[src/rtl/core/array_linked_list_manager_assert.svh]
// Assertion macros shared by the list manager RTL.
`ifndef ARRAY_LINKED_LIST_MANAGER_ASSERT_SVH
`define ARRAY_LINKED_LIST_MANAGER_ASSERT_SVH

// Same-cycle implication, clocked on i_clk, off while i_rst_n is low.
`define ALLM_ASSERT_NOW(lbl, ante, cons, msg) \
    lbl: assert property (@(posedge i_clk) disable iff (!i_rst_n) (ante) |-> (cons)) \
        else $error(msg);

// Next-cycle implication, clocked on i_clk, off while i_rst_n is low.
`define ALLM_ASSERT_NEXT(lbl, ante, cons, msg) \
    lbl: assert property (@(posedge i_clk) disable iff (!i_rst_n) (ante) |=> (cons)) \
        else $error(msg);

`endif

[src/rtl/core/allm_ram.sv]
// Generic single-write, single-read RAM with registered read data.
`default_nettype none
module allm_ram #(
    parameter int WIDTH = 8,
    parameter int DEPTH = 16
) (
    input  wire logic                     i_clk,
    input  wire logic                     i_we,
    input  wire logic [$clog2(DEPTH)-1:0] i_waddr,
    input  wire logic [WIDTH-1:0]         i_wdata,
    input  wire logic [$clog2(DEPTH)-1:0] i_raddr,
    output logic      [WIDTH-1:0]         o_rdata
);

    logic [WIDTH-1:0] r_mem [DEPTH];

    always_ff @(posedge i_clk) begin
        if (i_we) begin
            r_mem[i_waddr] <= i_wdata;
        end
        o_rdata <= r_mem[i_raddr];
    end

endmodule
`default_nettype wire

[config.mk]
export PLATFORM = sky130hd
export DESIGN_NAME = allm_ram
export DESIGN_NICKNAME = d
export VERILOG_FILES = /design/src/rtl/core/array_linked_list_manager_assert.svh /design/src/rtl/core/allm_ram.sv
export SDC_FILE = /design/constraint.sdc
export NUM_CORES = 1
export LEC_CHECK = 0
export BUFFER_PORTS_ARGS = -buffer_cell sky130_fd_sc_hd__buf_2
export CORE_ASPECT_RATIO = 1.5
export CORE_MARGIN = 8
export CORE_UTILIZATION = 60
export CTS_CLUSTER_DIAMETER = 40
export DETAILED_ROUTE_END_ITERATION = 12
export PLACE_DENSITY = 0.78
export SLEW_MARGIN = 20
export SYNTH_ARGS = -nofsm -noshare
export SYNTH_HDL_FRONTEND = slang
export SYNTH_SLANG_ARGS = --single-unit
[constraint.sdc]
create_clock -name i_clk -period 2.4 [get_ports i_clk]
set_clock_uncertainty 0.2 [all_clocks]
set_input_delay 0.12 -clock i_clk [delete_from_list [all_inputs] [get_ports i_clk]]
set_output_delay 0.12 -clock i_clk [all_outputs]
set_load 0.01 [all_outputs]
==> flow_summary.yaml <==
cts:
  cts_buffers: 17
  worst_setup_hold_path_clk_slew_ps: 60
  cts.path.max_buffers: 2
  clk-insertion-delay-late_ps: 410
  cts_sinks: 136
  cts_max_level: 4
  root_buffer: "clkbuf_16"
  cts_tree: "built"
sta:
  maxSlewViolCount: 0
  hold_viol: 0
  max_freq_mhz: 629.1
  rsz0062_at_grt: "false"
  fin_crit_sh: 0.6623
  period_needed_ps: 1590
  setup_viol: 0
  setup_total_negative_slack_ps: 0
  maxSlewHeadroom: 0.5792
  worst_slew_pin_slew_ps: 629.9
placed_design:
  hpwl_mm: 6.097
  place_congestion: 0.7449
  io_buffers: 25
power_and_ir_drop:
  p_clk_frac: 0.473
  sw_frac_of_total: 0.1922
  p_total_mw: 5.560
  power.density_nw_per_um2: 900.6
  p_comb_frac: 0.047
  pwr-share-seq: 0.480
  p_sw_mw: 1.069
  peakVddDrop_uv: 667.9
  p_leak_nw: 2.115
  p_int_mw: 4.491
floorplanning:
  num_rows: 41
  initial_core_util: 0.6156
  coreArea_um2: 8362
  num_io_pins: 26
  die_area_um2: 11860
  die_w_um: 91.63
  die_h_um: 129.4
global_routing:
  grt_first_pass_wirelength_mm: 15.46
  grt_max_degree: 33
  antenna_found_initial: 0
  gr-total-overflow: 0
  grt_pass1_vias: 2726
  grt.total_usage: 0.1830
routing:
  dr.pass1.iters: 4
  wirelength_mm: 9.804
  vias: 2512
  viasPerCell: 6.112
  initialDrtViolationCount: 259
  ant_nets: 0
  drc: 0
  wl_per_cell_um: 23.85
setup_path:
  cp.arrival_ps: 1670
  rrSetupSlack_ps: 810
  crit_type: "reg2reg"
  cp-start-kind: "flop"
  worstPathRequired_ps: 2480
  end_kind: "flop"
  path_max_fanout: 1
final_layout:
  areaGrowthSynthToFinish_pct: 19.93
  drive_gt1_frac: 0.3026
  fin_nets: 309
  nFillCells: 474
  antenna_cells: 0
synth:
  synth_seq_cells: 136
  yosys-top-cells-area: "edfxtp_1 75%, mux4_2 7.9%, mux4_1 7.1%, dfxtp_1 3.1%, a22oi_1 2.3%"
  synth_cell_types: 19
  ys_seq_area_frac: 0.7778
  yosys.area.top_type: "edfxtp_1"
  synth.avg_cell_area_um2: 22.48
  syn_inst: 229
  synth_top_area_frac: 0.7467
  syn_nets: 247
  ys.warnings.count: 0
  netlist_area_um2: 5147
run:
  cap_violations: 0
status:
  outcome: "finished clean"
hold_path:
  hold_path.class: "in2reg"
==> sequential cells by signal, summed over array words and instances, names as in the netlist <==
signal	flops
o_rdata	8
r_mem	128
==> layout make-up <==
cell class	instances	area (um^2)	share of cell area
tap	107	133.9	0.02169
clock inverter	14	181.4	0.02939
sequential	136	4004	0.6486
multi-input combinational	83	1057	0.1713
timing repair buffer	53	367.9	0.05959
clock buffer	18	429.2	0.06952
==> power groups by stage <==
stage	clock (mW)	sequential [mW]	combinational, mW
4_1_cts	2.66	2.67	0.263
5_1_grt	2.78	2.67	0.283
6_report	2.63	2.67	0.259
3_5_place_dp	0	2.72	0.251
2_1_floorplan	0	2.72	0.135
3_3_place_gp	0	2.71	0.242
==> cell usage after synthesis <==
master             n
a22oi_1           16
nand2b_1           2
mux4_1            14
mux4_2            18
and2b_1            1
buf_4              1
nor2_1            13
nor3_1             4
buf_6              3
edfxtp_1         128
clkdlybuf4s25_2    3
and2_1             1
nand2_1            9
nand3b_1           2
dfxtp_1            8
buf_2              3
or3b_2             1
nor2b_1            1
nand3_1            1
==> metal layers <==
metal  part of all wire  track usage
met1               0.40       0.2121
met2               0.53       0.3071
met3              0.052      0.05729
met4              0.014      0.07938
met5                  0            0
==> through the flow <==
step | hold slack, ps | cell area, um^2 | setup WS (ps) | cells | utilization
3_3_place_gp | 307.3 | 5483 | 609.6 | 371 | 0.6557
2_1_floorplan | 18.87 | 5147 | 587.1 | 229 | -
5_1_grt | 67.14 | 6173 | 754.5 | 411 | 0.7383
4_1_cts | 46.68 | 6173 | 803.1 | 411 | 0.7383
3_5_place_dp | 319.7 | 5483 | 560.1 | 371 | 0.6557
6_report | 60.46 | 6173 | 810.5 | 411 | 0.7383
==> critical path: stages (launching register included) <==
cell	delay, ps
edfxtp_1	370
mux4_1	510
a22oi_1	290
nand2_1	100
==> cells in the final DEF, fill, tap and decap left out, drive strengths merged <==
| cell | count |
|---|---|
| a22oi | 16 |
| and2 | 1 |
| and2b | 1 |
| buf | 45 |
| bufinv | 4 |
| clkbuf | 18 |
| clkinv | 4 |
| clkinvlp | 6 |
| dfxtp | 8 |
| dlygate4sd3 | 8 |
| edfxtp | 128 |
| mux4 | 32 |
| nand2 | 9 |
| nand2b | 2 |
| nand3 | 1 |
| nand3b | 2 |
| nor2 | 13 |
| nor2b | 1 |
| nor3 | 4 |
| or3b | 1 |
==> logic make-up after synthesis <==
logic type	after synthesis	share of synthesized area
AO/OA/AOI/OAI	16	0.02334
buffers and inverters	10	0.01677
flip-flops	136	0.7778
multiplexers	32	0.1502
AND/OR/NAND/NOR	35	0.03184
==> path summary, 6_finish.rpt <==
check,end,depth (start not counted),startpoint
setup / recovery,o_rdata[3]$_DFF_P_,3,r_mem[1][3]$_DFFE_PP_
hold / removal,r_mem[4][1]$_DFFE_PP_,3,i_waddr[0]
setup reg to reg,o_rdata[3]$_DFF_P_,3,r_mem[1][3]$_DFFE_PP_
hold reg to reg,o_rdata[5]$_DFF_P_,3,r_mem[8][5]$_DFFE_PP_
==> repair_timing <==
| action | 4_1_cts | 5_1_grt |
|---|---|---|
| gates resized for setup | 0 | 0 |
| hold buffers | 8 | 0 |
| buffers inserted | 0 | 0 |
| endpoints found under the hold margin | 128 | 0 |
| setup endpoints to repair | 0 | 0 |
Power figures use the tool's default switching activity.
